`config.mk`:
```
export PLATFORM = sky130hd
export DESIGN_NAME = http_chunked_body_deframer_flat
export DESIGN_NICKNAME = d
export VERILOG_FILES = /design/src/rtl/chdf_pkg.sv /design/src/rtl/chdf_if.sv /design/src/rtl/chdf_parser.sv /design/src/rtl/http_chunked_body_deframer.sv /design/src/flat_wrapper.sv
export SDC_FILE = /design/constraint.sdc
export NUM_CORES = 1
export LEC_CHECK = 0
export ABC_AREA = 0
export BUFFER_PORTS_ARGS = -buffer_cell sky130_fd_sc_hd__buf_2
export CAP_MARGIN = 20
export CORE_MARGIN = 10
export CORE_UTILIZATION = 60
export CTS_CLUSTER_DIAMETER = 80
export DETAILED_ROUTE_END_ITERATION = 7
export PLACE_DENSITY_LB_ADDON = 0.12
export SKIP_CTS_REPAIR_TIMING = 1
export SLEW_MARGIN = 40
export SYNTH_ARGS = -nofsm -noshare
export SYNTH_HDL_FRONTEND = slang
export SYNTH_HIERARCHICAL = 1
export SYNTH_SLANG_ARGS = --single-unit
```
`constraint.sdc`:
```
create_clock -name clk -period 7 [get_ports clk]
set_input_delay 1.05 -clock clk [delete_from_list [all_inputs] [get_ports clk]]
set_output_delay 1.05 -clock clk [all_outputs]
set_load 0.02 [all_outputs]
```
`src/rtl/chdf_pkg.sv`:
```
// ============================================================================
// chdf_pkg
// Shared types, codes and helpers for the chunked body deframer.
// ============================================================================
`default_nettype none

package chdf_pkg;

    // Default width of the chunk size accumulator
    localparam int SIZE_BITS_DEFAULT = 32;

    // Bytes skipped after the data of each chunk
    localparam logic [1:0] SKIP_COUNT = 2'd2;

    // Framing characters
    localparam logic [7:0] CHAR_CR   = 8'h0D;
    localparam logic [7:0] CHAR_LF   = 8'h0A;
    localparam logic [7:0] CHAR_SEMI = 8'h3B;

    // Parser phase
    typedef enum logic [2:0] {
        PH_SIZE = 3'd0,
        PH_LF   = 3'd1,
        PH_DATA = 3'd2,
        PH_SKIP = 3'd3,
        PH_DONE = 3'd4,
        PH_ERR  = 3'd5
    } phase_t;

    // Result kind
    typedef enum logic [1:0] {
        K_DATA = 2'd0,
        K_END  = 2'd1,
        K_ERR  = 2'd2,
        K_OVF  = 2'd3
    } kind_t;

    // One result word from the parser
    typedef struct packed {
        logic       valid;
        kind_t      kind;
        logic [7:0] payload_byte;
        logic       chunk_last;
    } chdf_result_t;

    // Hex digit decode: bit 4 is set for a hex digit of either case
    function automatic logic [4:0] hex_decode(input logic [7:0] c);
        logic [4:0] r;
        if (c >= 8'h30 && c <= 8'h39) begin
            r = {1'b1, 4'(c - 8'h30)};
        end
        else if (c >= 8'h61 && c <= 8'h66) begin
            r = {1'b1, 4'(c - 8'h61 + 8'd10)};
        end
        else if (c >= 8'h41 && c <= 8'h46) begin
            r = {1'b1, 4'(c - 8'h41 + 8'd10)};
        end
        else begin
            r = 5'd0;
        end
        return r;
    endfunction

endpackage

`default_nettype wire

```
`src/rtl/chdf_if.sv`:
```
// ============================================================================
// chdf_if
// Valid/ready channels for body bytes in and deframed results out.
// ============================================================================
`default_nettype none

interface chdf_in_if;
    logic       valid;
    logic       ready;
    logic [7:0] body_byte;
    logic       start_body;

    modport source (output valid, output body_byte, output start_body, input ready);
    modport sink   (input valid, input body_byte, input start_body, output ready);
endinterface

interface chdf_out_if;
    logic       valid;
    logic       ready;
    logic [1:0] kind;
    logic [7:0] payload_byte;
    logic       chunk_last;

    modport source (output valid, output kind, output payload_byte, output chunk_last,
                    input ready);
    modport sink   (input valid, input kind, input payload_byte, input chunk_last,
                    output ready);
endinterface

`default_nettype wire

```
`src/rtl/chdf_parser.sv`:
```
// ============================================================================
// chdf_parser
// Chunk framing state machine: size line, data, trailer skip, end and error.
// ============================================================================
`default_nettype none

module chdf_parser #(
    parameter int SIZE_BITS = chdf_pkg::SIZE_BITS_DEFAULT
) (
    input  wire logic                 clk,
    input  wire logic                 rst_n,
    input  wire logic                 step,
    input  wire logic [7:0]           body_byte,
    input  wire logic                 start_body,
    input  wire logic                 chunked_enable,
    output chdf_pkg::chdf_result_t    result
);

    chdf_pkg::phase_t     phase_reg, phase_next, phase_cur;
    logic [SIZE_BITS-1:0] size_acc_reg, size_acc_next, size_acc_cur;
    logic [SIZE_BITS-1:0] remaining_reg, remaining_next, remaining_cur;
    logic                 digit_seen_reg, digit_seen_next, digit_seen_cur;
    logic                 in_ext_reg, in_ext_next, in_ext_cur;
    logic [1:0]           skip_left_reg, skip_left_next, skip_left_cur;
    logic [4:0]           hex;
    logic                 size_full;
    logic                 data_last;
    logic [1:0]           skip_dec;

    // Apply a new-body reset ahead of the byte
    always_comb
    begin
        if (start_body) begin
            phase_cur      = chdf_pkg::PH_SIZE;
            size_acc_cur   = '0;
            remaining_cur  = '0;
            digit_seen_cur = 1'b0;
            in_ext_cur     = 1'b0;
            skip_left_cur  = 2'd0;
        end
        else begin
            phase_cur      = phase_reg;
            size_acc_cur   = size_acc_reg;
            remaining_cur  = remaining_reg;
            digit_seen_cur = digit_seen_reg;
            in_ext_cur     = in_ext_reg;
            skip_left_cur  = skip_left_reg;
        end
    end

    assign hex       = chdf_pkg::hex_decode(body_byte);
    assign size_full = (size_acc_cur[SIZE_BITS-1 -: 4] != 4'd0);
    assign data_last = (remaining_cur <= SIZE_BITS'(1));
    assign skip_dec  = (skip_left_cur != 2'd0) ? skip_left_cur - 2'd1 : 2'd0;

    // Next state
    always_comb
    begin
        phase_next      = phase_cur;
        size_acc_next   = size_acc_cur;
        remaining_next  = remaining_cur;
        digit_seen_next = digit_seen_cur;
        in_ext_next     = in_ext_cur;
        skip_left_next  = skip_left_cur;
        if (chunked_enable) begin
            unique case (phase_cur)
                chdf_pkg::PH_SIZE:
                begin
                    priority if (body_byte == chdf_pkg::CHAR_CR) begin
                        phase_next = digit_seen_cur ? chdf_pkg::PH_LF : chdf_pkg::PH_ERR;
                    end
                    else if (in_ext_cur) begin
                        phase_next = phase_cur;
                    end
                    else if (body_byte == chdf_pkg::CHAR_SEMI) begin
                        in_ext_next = 1'b1;
                    end
                    else if (!hex[4] || size_full) begin
                        phase_next = chdf_pkg::PH_ERR;
                    end
                    else begin
                        size_acc_next   = {size_acc_cur[SIZE_BITS-5:0], hex[3:0]};
                        digit_seen_next = 1'b1;
                    end
                end
                chdf_pkg::PH_LF:
                begin
                    priority if (body_byte != chdf_pkg::CHAR_LF) begin
                        phase_next = chdf_pkg::PH_ERR;
                    end
                    else if (size_acc_cur == '0) begin
                        phase_next = chdf_pkg::PH_DONE;
                    end
                    else begin
                        remaining_next = size_acc_cur;
                        phase_next     = chdf_pkg::PH_DATA;
                    end
                end
                chdf_pkg::PH_DATA:
                begin
                    if (remaining_cur != '0) begin
                        remaining_next = remaining_cur - SIZE_BITS'(1);
                    end
                    if (data_last) begin
                        phase_next     = chdf_pkg::PH_SKIP;
                        skip_left_next = chdf_pkg::SKIP_COUNT;
                    end
                end
                chdf_pkg::PH_SKIP:
                begin
                    skip_left_next = skip_dec;
                    if (skip_dec == 2'd0) begin
                        phase_next      = chdf_pkg::PH_SIZE;
                        size_acc_next   = '0;
                        digit_seen_next = 1'b0;
                        in_ext_next     = 1'b0;
                    end
                end
                default:
                begin
                    phase_next = phase_cur;
                end
            endcase
        end
    end

    // Result word
    always_comb
    begin
        result              = '0;
        result.kind         = chdf_pkg::K_DATA;
        if (!chunked_enable) begin
            result.valid        = 1'b1;
            result.payload_byte = body_byte;
        end
        else begin
            unique case (phase_cur)
                chdf_pkg::PH_SIZE:
                begin
                    priority if (body_byte == chdf_pkg::CHAR_CR) begin
                        if (!digit_seen_cur) begin
                            result.valid = 1'b1;
                            result.kind  = chdf_pkg::K_ERR;
                        end
                    end
                    else if (in_ext_cur || body_byte == chdf_pkg::CHAR_SEMI) begin
                        result.valid = 1'b0;
                    end
                    else if (!hex[4]) begin
                        result.valid = 1'b1;
                        result.kind  = chdf_pkg::K_ERR;
                    end
                    else if (size_full) begin
                        result.valid = 1'b1;
                        result.kind  = chdf_pkg::K_OVF;
                    end
                    else begin
                        result.valid = 1'b0;
                    end
                end
                chdf_pkg::PH_LF:
                begin
                    priority if (body_byte != chdf_pkg::CHAR_LF) begin
                        result.valid = 1'b1;
                        result.kind  = chdf_pkg::K_ERR;
                    end
                    else if (size_acc_cur == '0) begin
                        result.valid = 1'b1;
                        result.kind  = chdf_pkg::K_END;
                    end
                    else begin
                        result.valid = 1'b0;
                    end
                end
                chdf_pkg::PH_DATA:
                begin
                    result.valid        = 1'b1;
                    result.payload_byte = body_byte;
                    result.chunk_last   = data_last;
                end
                default:
                begin
                    result.valid = 1'b0;
                end
            endcase
        end
        if (!step) begin
            result.valid = 1'b0;
        end
    end

    // Hold parse state, advance on each processed byte
    always_ff @(posedge clk or negedge rst_n)
    begin
        if (!rst_n) begin
            phase_reg      <= chdf_pkg::PH_SIZE;
            size_acc_reg   <= '0;
            remaining_reg  <= '0;
            digit_seen_reg <= 1'b0;
            in_ext_reg     <= 1'b0;
            skip_left_reg  <= 2'd0;
        end
        else if (step) begin
            phase_reg      <= phase_next;
            size_acc_reg   <= size_acc_next;
            remaining_reg  <= remaining_next;
            digit_seen_reg <= digit_seen_next;
            in_ext_reg     <= in_ext_next;
            skip_left_reg  <= skip_left_next;
        end
    end

endmodule

`default_nettype wire

```
`src/rtl/http_chunked_body_deframer.sv`:
```
// ============================================================================
// http_chunked_body_deframer
// Strips HTTP/1.1 chunked framing from a byte stream, or passes it through.
// ============================================================================
//
//  channel        dir  handshake     payload
//  in_ch          in   valid/ready   body_byte[7:0], start_body
//  out_ch         out  valid/ready   kind[1:0], payload_byte[7:0], chunk_last
//  cfg            in   write enable  chunked_enable_write, chunked_enable
//
//  One byte per cycle sustained while the output is not stalled; each byte
//  is held in the input register, and its result, if any, is loaded
//  into the result register by the single-pass parser update between them.
//  Reset clears both registers' valid flags, the parse state and sets
//  chunked mode on. A stalled output holds the result; the input register
//  keeps accepting while the result register frees up in the same cycle.
// ============================================================================
`default_nettype none

module http_chunked_body_deframer #(
    parameter int SIZE_BITS = chdf_pkg::SIZE_BITS_DEFAULT
) (
    input  wire logic     clk,
    input  wire logic     rst_n,
    chdf_in_if.sink       in_ch,
    chdf_out_if.source    out_ch,
    input  wire logic     chunked_enable_write,
    input  wire logic     chunked_enable
);

    logic                   chunked_enable_reg;
    logic                   s1_valid_reg, s1_valid_next;
    logic [7:0]             s1_byte_reg;
    logic                   s1_start_reg;
    logic                   s1_advance;
    logic                   in_fire;
    chdf_pkg::chdf_result_t parse_res;
    logic                   res_valid_reg;
    logic [1:0]             res_kind_reg;
    logic [7:0]             res_byte_reg;
    logic                   res_last_reg;

    assign s1_advance  = s1_valid_reg && (!res_valid_reg || out_ch.ready);
    assign in_ch.ready = !s1_valid_reg || s1_advance;
    assign in_fire     = in_ch.valid && in_ch.ready;

    always_comb
    begin
        priority if (in_fire) begin
            s1_valid_next = 1'b1;
        end
        else if (s1_advance) begin
            s1_valid_next = 1'b0;
        end
        else begin
            s1_valid_next = s1_valid_reg;
        end
    end

    // Hold the mode register
    always_ff @(posedge clk or negedge rst_n)
    begin
        if (!rst_n) begin
            chunked_enable_reg <= 1'b1;
        end
        else if (chunked_enable_write) begin
            chunked_enable_reg <= chunked_enable;
        end
    end

    // Capture the incoming word
    always_ff @(posedge clk or negedge rst_n)
    begin
        if (!rst_n) begin
            s1_valid_reg <= 1'b0;
        end
        else begin
            s1_valid_reg <= s1_valid_next;
        end
    end

    always_ff @(posedge clk)
    begin
        if (in_fire) begin
            s1_byte_reg  <= in_ch.body_byte;
            s1_start_reg <= in_ch.start_body;
        end
    end

    chdf_parser #(
        .SIZE_BITS (SIZE_BITS)
    ) u_parser (
        .clk            (clk),
        .rst_n          (rst_n),
        .step           (s1_advance),
        .body_byte      (s1_byte_reg),
        .start_body     (s1_start_reg),
        .chunked_enable (chunked_enable_reg),
        .result         (parse_res)
    );

    // Load the result register, drop a taken word
    always_ff @(posedge clk or negedge rst_n)
    begin
        if (!rst_n) begin
            res_valid_reg <= 1'b0;
        end
        else if (s1_advance) begin
            res_valid_reg <= parse_res.valid;
        end
        else if (out_ch.ready) begin
            res_valid_reg <= 1'b0;
        end
    end

    always_ff @(posedge clk)
    begin
        if (s1_advance) begin
            res_kind_reg <= parse_res.kind;
            res_byte_reg <= parse_res.payload_byte;
            res_last_reg <= parse_res.chunk_last;
        end
    end

    assign out_ch.valid        = res_valid_reg;
    assign out_ch.kind         = res_kind_reg;
    assign out_ch.payload_byte = res_byte_reg;
    assign out_ch.chunk_last   = res_last_reg;

endmodule

`default_nettype wire
```
`src/flat_wrapper.sv`:
```
// flat-port wrapper written by rule: the top's interface ports become plain ports
module http_chunked_body_deframer_flat 
#(
    parameter int SIZE_BITS = chdf_pkg::SIZE_BITS_DEFAULT
)
  (clk, rst_n, chunked_enable_write, chunked_enable, in_ch_valid, in_ch_body_byte, in_ch_start_body, in_ch_ready, out_ch_valid, out_ch_kind, out_ch_payload_byte, out_ch_chunk_last, out_ch_ready);
  chdf_in_if in_ch_i ();
  chdf_out_if out_ch_i ();
  input  wire logic clk;
  input  wire logic rst_n;
  input  wire logic chunked_enable_write;
  input  wire logic chunked_enable;
  input wire logic [$bits(in_ch_i.valid)-1:0] in_ch_valid;
  input wire logic [$bits(in_ch_i.body_byte)-1:0] in_ch_body_byte;
  input wire logic [$bits(in_ch_i.start_body)-1:0] in_ch_start_body;
  output wire logic [$bits(in_ch_i.ready)-1:0] in_ch_ready;
  output wire logic [$bits(out_ch_i.valid)-1:0] out_ch_valid;
  output wire logic [$bits(out_ch_i.kind)-1:0] out_ch_kind;
  output wire logic [$bits(out_ch_i.payload_byte)-1:0] out_ch_payload_byte;
  output wire logic [$bits(out_ch_i.chunk_last)-1:0] out_ch_chunk_last;
  input wire logic [$bits(out_ch_i.ready)-1:0] out_ch_ready;
  assign in_ch_i.valid = in_ch_valid;
  assign in_ch_i.body_byte = in_ch_body_byte;
  assign in_ch_i.start_body = in_ch_start_body;
  assign in_ch_ready = in_ch_i.ready;
  assign out_ch_valid = out_ch_i.valid;
  assign out_ch_kind = out_ch_i.kind;
  assign out_ch_payload_byte = out_ch_i.payload_byte;
  assign out_ch_chunk_last = out_ch_i.chunk_last;
  assign out_ch_i.ready = out_ch_ready;
  http_chunked_body_deframer #(.SIZE_BITS(SIZE_BITS)) u_core (.clk(clk), .rst_n(rst_n), .in_ch(in_ch_i), .out_ch(out_ch_i), .chunked_enable_write(chunked_enable_write), .chunked_enable(chunked_enable));
endmodule
```
==> run metrics, run 1 <==
status=finished clean; Initial Utilization=roughly 60%; vias per cell=around 7; simple-gate share of the synthesized area=around a quarter; largest net degree at the start of global routing=75; CP Launch Type=flip-flop; FFs w/ async S/R, synth=around four fifths; final hold vios=0; Clock Skew=roughly 0.020 ns; Total Neg Setup Slack=0 ns; total wire length=~16 mm; maximum vdd drop=between 100 and 150 uV; first-pass GRT wire length=25.9 mm; IO Pins=28; Hold Crit Class=reg -> reg; gr usage total=23.8%; syn avg cell area=about 9.3 um2; Pint=between 0.9 and 1 mW; dpl ws=between 3 and 4 ns; total grt overflow=0; Critical-path top delay cell=edfxtp_1; die height=between 100 and 150 um; number of H-tree levels=3; Worst Path Max Fanout=30; logic gate share of total power=between 30 and 40%; Power Density=approximately 260 nW/um2; RSZ-0062 raised after global routing=no; ANT cells=0; CP Class=reg -> reg; Final period util=a little under half; Peak Freq=between 300 and 400 MHz; vias=about 5100; Synth top area share=around a third; largest family of logic cells by synthesized area=compound AO/OA/AOI/OAI gates; Detailed Place HPWL=approximately 11 mm; DIE WIDTH=about 120 um; Port-buffer cells=27; worst r2r path cells=8; num rows=35; min Tclk post-route=3.24 ns; Layout area overhead=6.48%; Reg clk slew, reported paths=approximately 0.10 ns; worst path arrival time=~3.5 ns; CTS max path bufs=2; Yosys cell types=83; Synth area leader=dfrtp_1; layout cells sized above 1=14.3%; CP Capture Type=flip-flop; DRC viols=0; r2r setup slk=~3.8 ns; Syn Nets=between 600 and 700; Worst Setup SP=u_core/s1_start_reg; Max-Cap Viols=0; Post-DRT Antenna Nets=0; Switching Fraction=roughly 40%; worst-path cell chain=inv_2 > nand2_1 > ha_1 > o21ai_1 > a211oi_4 > nor3_4 > a21boi_0 > a221o_1; multiplexer area fraction after synthesis=0.551%; DIE AREA=about 14000 um2; P_sw=between 0.6 and 0.7 mW; Post-Synth Adder-Cell Area=1.54%; Max stage delay on crit path=approximately 0.84 ns; Synth Warn #=6; TritonRoute pass-1 iters=6; Worst Tran Pin Value=roughly 0.75 ns; sequential-to-total area share from yosys stat=a little over two fifths; initial antenna violation count=0; sequential share of power=42.8%; Clock Sinks=94; Num CTS Buffers=9; Post-synth EDFFs=20; final total power=1.57 mW; compound-gate portion of the synthesized area=between 20% and 30%; R2R Path End=u_core/u_parser/remaining_reg[13]; # nets final=640; CTS tree=yes; root buffer cell=clkbuf_8; largest cells by area after synthesis=dfrtp_1, edfxtp_1, nand2_1; Clock power frac=a little over a fifth; crit path capture=u_core/u_parser/remaining_reg[13]; Max Slew Vio Count=0; vias in the first global route=~4900; Setup-failing EPs final=0; worst r2r src=u_core/s1_start_reg; Rel. slew slack=about half; register bit total from synthesis=94; Critical Path RT=slightly above 7 ns; Post-Synth XOR/XNOR Area=less than 1%; DRT iter0 DRCs=a little over 800; setup ws final=~3.8 ns; Leak=between 2 and 3 nW; wire per inst=around 21 um; worst skew pair latency=0.37 ns; placer congestion estimate=0.953; synthesized instance count=610; synthesized cell area=5680 um2; ys flop type=dfrtp_1; Core Area=~9200 um2
kinds of logic after synthesis:
group / count (synthesis)
DFF: 94
adders and majority gates: 7
and+or+nand+nor: 237
muxes: 3
AOI/OAI and AO/OA: 217
xor gates and xnor gates: 6
buffers and inverters: 46
cells in the mapped netlist (4+ instances only):
| cell type | number |
|---|---|
| nand2_1 | 75 |
| dfrtp_1 | 73 |
| o21ai_0 | 43 |
| a21oi_1 | 32 |
| nor2_1 | 30 |
| clkbuf_1 | 21 |
| edfxtp_1 | 20 |
| nand3_1 | 19 |
| nor4_1 | 18 |
| o211ai_1 | 18 |
| a22o_1 | 14 |
| nor3_1 | 14 |
| o21ai_1 | 14 |
| a21o_1 | 13 |
| buf_2 | 12 |
| a22oi_1 | 11 |
| and2_1 | 11 |
| a31oi_1 | 10 |
| inv_1 | 10 |
| or3_1 | 8 |
| and3_1 | 7 |
| ha_1 | 7 |
| nor4_2 | 7 |
| nand4_1 | 6 |
| a221o_1 | 5 |
| nand2b_1 | 5 |
| nor2b_1 | 5 |
| o22ai_1 | 5 |
| or2_2 | 5 |
| a21boi_0 | 4 |
| a41oi_1 | 4 |
| o2111ai_1 | 4 |
| o21a_1 | 4 |
metrics by stage:
step	utilization, %	hold WS, ns	std cells	area (um2)
global placement	63.4	0.477	736	5860
detailed placement	63.5	0.494	736	5870
finish	65.4	0.515	752	6040
global route	65.4	0.542	752	6040
floorplan	-	0.447	610	5680
CTS	65.4	0.515	752	6040
placed cells by master (no fill, tap or decap), types with 4 or more instances in the layout:
cell | synthesis | routed
a21boi_0 | 4 | 4
a21o_1 | 13 | 12
a21oi_1 | 32 | 32
a221o_1 | 5 | 5
a22o_1 | 14 | 14
a22oi_1 | 11 | 11
a31oi_1 | 10 | 10
a41oi_1 | 4 | 4
and2_1 | 11 | 11
and3_1 | 7 | 7
buf_2 | 12 | 26
buf_4 | 2 | 5
clkbuf_8 | 0 | 9
dfrtp_1 | 73 | 73
edfxtp_1 | 20 | 20
ha_1 | 7 | 7
inv_1 | 10 | 10
nand2_1 | 75 | 75
nand2b_1 | 5 | 5
nand3_1 | 19 | 19
nand4_1 | 6 | 6
nor2_1 | 30 | 30
nor2b_1 | 5 | 5
nor3_1 | 14 | 14
nor4_1 | 18 | 18
nor4_2 | 7 | 7
o2111ai_1 | 4 | 4
o211ai_1 | 18 | 18
o21a_1 | 4 | 4
o21ai_0 | 43 | 43
o21ai_1 | 14 | 14
o22ai_1 | 5 | 5
or2_2 | 5 | 5
or3_1 | 8 | 8
worst max-delay path: cells and delay by family (launching register included):
kind	cells	cell delay, ns
DFF	1	0.84
adders and majority gates	1	0.22
buffers and inverters	1	0.48
AOI/OAI and AO/OA	4	1.18
and+or+nand+nor	2	0.40
layout make-up:
class                   count  area, um2
fillers                   789       3200
multi-input cells         470       3030
flip-flops and latches     94       2450
repair buffers             32        179
well taps                 129        161
clock buffers              10        131
clock inverters             6       43.8
inverters                  11       41.3
worst min-delay path by stage:
| stage | slack, ns | depth (start not counted) | from | endpoint |
|---|---|---|---|---|
| 2_1_floorplan | 0.45 | 2 | u_core/u_parser/digit_seen_reg | u_core/u_parser/digit_seen_reg |
| 6_report | 0.52 | 2 | u_core/u_parser/digit_seen_reg | u_core/u_parser/digit_seen_reg |
| 3_5_place_dp | 0.49 | 2 | u_core/u_parser/digit_seen_reg | u_core/u_parser/digit_seen_reg |
| 5_1_grt | 0.54 | 1 | u_core/u_parser/skip_left_reg[0] | u_core/u_parser/skip_left_reg[0] |
| 3_3_place_gp | 0.48 | 1 | u_core/u_parser/skip_left_reg[0] | u_core/u_parser/skip_left_reg[0] |
| 4_1_cts | 0.52 | 2 | u_core/u_parser/digit_seen_reg | u_core/u_parser/digit_seen_reg |
power by group through the flow:
stage	clock network, mW	registers, mW	logic [mW]
5_1_grt	0.371	0.680	0.612
6_report	0.340	0.671	0.556
3_5_place_dp	0	0.680	0.542
4_1_cts	0.344	0.669	0.547
2_1_floorplan	0	0.660	0.421
3_3_place_gp	0	0.678	0.533
metal layers:
metal  global-route usage [%]  vias up  part of all wire (%)
li1                         -     2360                     -
met1                     34.5     2520                    45
met2                     34.9      234                    45
met3                     3.72       35                   7.9
met4                     8.65        0                   2.2
met5                        0        -                     0
Power figures use the tool's default switching activity.
==> run 2: changes to the inputs <==
--- a/config.mk
+++ b/config.mk
@@ -9,7 +9,7 @@
 export BUFFER_PORTS_ARGS = -buffer_cell sky130_fd_sc_hd__buf_2
 export CAP_MARGIN = 20
 export CORE_MARGIN = 10
-export CORE_UTILIZATION = 60
+export CORE_UTILIZATION = 56
 export CTS_CLUSTER_DIAMETER = 80
 export DETAILED_ROUTE_END_ITERATION = 7
 export PLACE_DENSITY_LB_ADDON = 0.12
==> constraint.sdc (replaced) <==
create_clock -name clk -period 2.8 [get_ports clk]
set_input_delay 0.42 -clock clk [delete_from_list [all_inputs] [get_ports clk]]
set_output_delay 0.42 -clock clk [all_outputs]
set_load 0.02 [all_outputs]
==> run 2 against run 1 <==
Against the previous run:
- highest routed layer unchanged
- first-iteration DRC count shrank 8.3%
- non-clock buffer count grew 15
- utilization shrank 1.7 points
- largest cell class unchanged
- count of clock-buffer cells in the layout grew 2
==> run metrics, run 2 (same netlist as run 1, synthesis figures left out) <==
total grt overflow=0 (unchanged); worst skew pair latency=0.37 ns (about the same); CP Capture Type=flip-flop; worst path arrival time=2.87 ns (-0.63 ns); initial antenna violation count=0 (unchanged); Num CTS Buffers=9 (unchanged); commonest non-fill, non-tap cell in the layout=nand2_1; Initial Utilization=57.8% (-3.6 points); die height=121 um (+2.9%); CP Class=reg -> reg; Peak Freq=382 MHz (+24%); wire per inst=20.8 um (+0.22%); CTS tree=yes; vias per cell=6.79 (-0.87%); Detailed Place HPWL=11.5 mm (+5.9%); Reg clk slew, reported paths=0.11 ns (about the same); root buffer cell=clkbuf_8; Clock Skew=0.0157 ns (-0.00479 ns); most frequent cells in the layout=nand2_1, dfrtp_1, o21ai_0; Clock Sinks=94 (unchanged); first-pass GRT wire length=26.1 mm (+0.83%); vias=5233 (+1.6%); hold_ws=0.0552 ns (-0.460 ns); maximum vdd drop=360 uV (+160%); Critical-path top delay cell=a21oi_1; layout cells sized above 1=16.1% (+1.9 points); Total Neg Setup Slack=0 ns (unchanged); Core Area=9820 um2 (+6.3%); CTS max path bufs=2 (unchanged); number of H-tree levels=3 (unchanged); min Tclk post-route=2.62 ns (-0.624 ns); Layout area overhead=10.3%; Max Slew Vio Count=0 (unchanged); num rows=36 (+2.9%); final hold vios=0 (unchanged); Max stage delay on crit path=0.60 ns (-0.24 ns); # nets final=655 (+2.3%); largest net degree at the start of global routing=75 (unchanged); DIE WIDTH=121 um (+2.9%); status=finished clean; Worst Tran Pin Value=0.678 ns (-0.0768 ns); Cell Count, Final, Fillers Out=771 (+2.5%); Hold Crit Class=in -> async; Post-DRT Antenna Nets=0 (unchanged); RSZ-0062 raised after global routing=no; vias in the first global route=4838 (-0.84%); Max-Cap Viols=0 (unchanged); Setup-failing EPs final=0 (unchanged); TritonRoute pass-1 iters=6 (unchanged); WP buf/inv=0 (-1); final total power=4.25 mW (+170%); CP Launch Type=flip-flop; Power Density=679 nW/um2 (+160%); total wire length=16.0 mm (+2.8%); Critical Path RT=3.05 ns (-4.20 ns); Worst Path Max Fanout=6 (-80%); Port-buffer cells=27 (unchanged); DIE AREA=14600 um2 (+5.9%); Post-Place Cells=755 (+2.6%); placer congestion estimate=0.919 (-3.6%); gr usage total=22.1% (-1.6 points); DRT iter0 DRCs=742 (-8.3%); IO Pins=28 (unchanged); kind of cell adding the most delay to the critical path=compound AO/OA/AOI/OAI gates; DRC viols=0 (unchanged); Leak=2.68 nW (+4.8%); ANT cells=0 (unchanged); Final period util=93.5% (+47 points); Rel. slew slack=54.8% (+5.1 points); worst-path cell chain=nor4_2 > and3_1 > o211ai_2 > a21oi_1 > o21ai_0 > a221o_1
==> run 2: cell count changes in the layout (fill, tap and decap cells not counted), sizes merged <==
cell,previous run,this run
buf,32,47
bufinv,0,2
clkbuf,10,12
clkinv,1,0
clkinvlp,2,0
inv,14,13
==> run 2: area by class of cell <==
class / count / area [um2]
clock buffers: 12 / 181
repair buffers: 47 / 304
well taps: 133 / 166
inverters: 11 / 41.3
clock inverters: 4 / 80.1
fillers: 856 / 3560
multi-input cells: 470 / 3030
flip-flops and latches: 94 / 2450
==> run 2: path summary, 6_finish.rpt <==
kind / start / endpoint / slack (ns) / depth (start not counted)
hold reg to reg: u_core/u_parser/skip_left_reg[0] / u_core/u_parser/skip_left_reg[0] / 0.51 / 1
max in group asynchronous: rst_n / u_core/u_parser/size_acc_reg[0] / 2.26 / 1
setup reg to reg: u_core/s1_byte_reg[4] / u_core/u_parser/remaining_reg[13] / 0.18 / 6
hold / removal: rst_n / u_core/u_parser/skip_left_reg[0] / 0.06 / 1
min in group clk: in_ch_body_byte[5] / u_core/s1_byte_reg[5] / 0.22 / 1
setup / recovery: u_core/s1_byte_reg[4] / u_core/u_parser/remaining_reg[13] / 0.18 / 6
==> run 2: stage by stage <==
| stage | setup WS (ns) | area [um2] | util [%] |
|---|---|---|---|
| 2_1_floorplan | 0.128 | 5680 | - |
| 3_3_place_gp | 0.357 | 5990 | 61.0 |
| 3_5_place_dp | 0.282 | 5990 | 61.0 |
| 4_1_cts | 0.248 | 6250 | 63.7 |
| 5_1_grt | 0.0269 | 6260 | 63.7 |
| 6_report | 0.181 | 6260 | 63.7 |
==> run 2: layer usage <==
layer	track usage [%]	vias to the layer above	wire (um)
li1	-	2384	-
met1	31.6	2531	7080
met4	6.26	0	272
met2	32.9	282	7150
met3	4.89	36	1520
met5	0	-	0
==> run 2: where the power goes <==
part           internal [mW]  switching, mW  total, mW
clock                  0.632          0.508       1.14
sequential              1.51          0.159       1.67
combinational          0.517          0.924       1.44
==> run 3: changes to the inputs <==
--- a/config.mk
+++ b/config.mk
@@ -8,12 +8,13 @@
 export ABC_AREA = 0
 export BUFFER_PORTS_ARGS = -buffer_cell sky130_fd_sc_hd__buf_2
 export CAP_MARGIN = 20
-export CORE_MARGIN = 10
+export CORE_ASPECT_RATIO = 1.5
 export CORE_UTILIZATION = 56
 export CTS_CLUSTER_DIAMETER = 80
 export DETAILED_ROUTE_END_ITERATION = 7
 export PLACE_DENSITY_LB_ADDON = 0.12
 export SKIP_CTS_REPAIR_TIMING = 1
+export SKIP_LAST_GASP = 1
 export SLEW_MARGIN = 40
 export SYNTH_ARGS = -nofsm -noshare
 export SYNTH_HDL_FRONTEND = slang
==> run 3 against run 2 <==
Against the previous run:
- total power rose by 3.2%
- critical path depth rose by 2
- routed wire length rose by 3.9%
- non-clock buffer count fell by 2
- register-to-register slack improved by 0.11 ns
- utilization rose by 0.71 points
==> run metrics, run 3 (same netlist as run 1, synthesis figures left out) <==
Reg clk slew, reported paths=0.07 ns (-0.04 ns); wire per inst=22.2 um (+6.7%); worst skew pair latency=0.35 ns (-0.02 ns); layout cells sized above 1=16.0% (-0.11 points); DIE WIDTH=84.2 um (-30%); CP Capture Type=flip-flop; Peak Freq=399 MHz (+4.4%); Setup-failing EPs final=0 (unchanged); post-layout util=64.4% (+0.71 points); Worst Tran Pin Value=0.687 ns (+0.00907 ns); Worst Setup SP=u_core/s1_byte_reg[1]; Rel. slew slack=54.2% (-0.60 points); Leak=2.69 nW (+0.15%); DIE AREA=10500 um2 (-28%); DRC viols=0 (unchanged); Post-DRT Antenna Nets=0 (unchanged); vias per cell=7.02 (+3.4%); status=finished clean; WP buf/inv=1 (+1); Detailed Place HPWL=11.9 mm (+3.7%); worst r2r src=u_core/s1_byte_reg[1]; vias=5273 (+0.76%); Port-buffer cells=27 (unchanged); hold_ws=0.0894 ns (+0.0342 ns); Num CTS Buffers=9 (unchanged); setup ws final=0.292 ns (+0.111 ns); Final period util=89.6% (-3.9 points); number of H-tree levels=3 (unchanged); Clock Skew=0.0101 ns (-0.00552 ns); Critical-path top delay cell=a21oi_1; worst path arrival time=2.79 ns (-0.08 ns); Clock Sinks=94 (unchanged); final hold vios=0 (unchanged); Worst Path Max Fanout=9 (+3); dpl ws=0.150 ns (-0.133 ns); Critical Path RT=3.08 ns (+0.03 ns); Max-Cap Viols=0 (unchanged); most frequent cells in the layout=nand2_1, dfrtp_1, o21ai_0; RSZ-0062 raised after global routing=no; maximum vdd drop=567 uV (+58%); Hold Crit Class=in -> async; worst r2r path cells=8 (+2); Total Neg Setup Slack=0 ns (unchanged); DRT iter0 DRCs=516 (-30%); # nets final=653 (-0.31%); placer congestion estimate=0.911 (-0.91%); CTS max path bufs=2 (unchanged); first-pass GRT wire length=26.7 mm (+2.3%); commonest non-fill, non-tap cell in the layout=nand2_1; Max stage delay on crit path=0.49 ns (-0.11 ns); TritonRoute pass-1 iters=5 (-1); num rows=44 (+22%); root buffer cell=clkbuf_16; CP Launch Type=flip-flop; total wire length=16.7 mm (+3.9%); die height=125 um (+3.8%); Core Area=9740 um2 (-0.76%); worst-path cell chain=inv_1 > ha_1 > o21bai_1 > a21o_1 > a21oi_1 > and3_1 > a31oi_1 > a21oi_1; largest net degree at the start of global routing=75 (unchanged); min Tclk post-route=2.51 ns (-0.111 ns); ANT cells=0 (unchanged); total grt overflow=0 (unchanged); CP Class=reg -> reg; kind of cell adding the most delay to the critical path=compound AO/OA/AOI/OAI gates; critical path depth in cells=8 (+2); Finished Cell Area=6280 um2 (+0.34%); IO Pins=28 (unchanged); CTS tree=yes; most used cell along the critical path=a21oi_1; initial antenna violation count=0 (unchanged); gr usage total=32.7% (+11 points); Max Slew Vio Count=0 (unchanged); placed cell area=5970 um2 (-0.42%); vias in the first global route=5072 (+4.8%); Layout area overhead=10.6%; Power Density=699 nW/um2 (+2.9%); Initial Utilization=58.2% (+0.45 points)
run 3: changes by cell type in the layout (fill, tap and decap cells not counted), moves of 2 or more:
cell	change
buf_4	-3
clkbuf_16	+7
clkinv_2	+2
clkbuf_8	-9
clkinvlp_4	+2
run 3: report_power, final:
part / total, mW / leakage [nW] / internal, mW / switching [mW]
Sequential: 1.68 / 1.22 / 1.51 / 0.166
Combinational: 1.47 / 1.33 / 0.517 / 0.951
Clock: 1.24 / 0.142 / 0.695 / 0.546
run 3: through the flow:
| step | std cells | total power [mW] |
|---|---|---|
| after floorplan | 610 | 2.70 |
| after global placement | 735 | 3.09 |
| after detailed placement | 735 | 3.12 |
| after CTS | 751 | 4.36 |
| after global routing | 751 | 4.58 |
| final | 751 | 4.39 |
run 3: area by class of cell:
cell class,count,area [um2]
timing repair buffer,45,302
inverter,11,41.3
clock buffer,9,225
tap,115,144
sequential,94,2450
multi-input combinational,470,3040
clock inverter,7,72.6
fill,786,3460
run 3: worst paths after layout:
kind / to / slack (ns)
setup / recovery: u_core/u_parser/size_acc_reg[19] / 0.29
max in group asynchronous: u_core/u_parser/size_acc_reg[26] / 2.23
setup reg to reg: u_core/u_parser/size_acc_reg[19] / 0.29
hold / removal: u_core/u_parser/remaining_reg[12] / 0.09
min in group clk: u_core/s1_byte_reg[0] / 0.24
hold reg to reg: u_core/u_parser/skip_left_reg[0] / 0.49
run 3: metal layers:
metal | part of all wire, % | vias to the layer above | track usage, %
li1 | - | 2392 | -
met1 | 37 | 2558 | 37.7
met2 | 51 | 251 | 56.7
met3 | 5.5 | 72 | 5.81
met4 | 5.6 | 0 | 18.8
met5 | 0 | - | 0
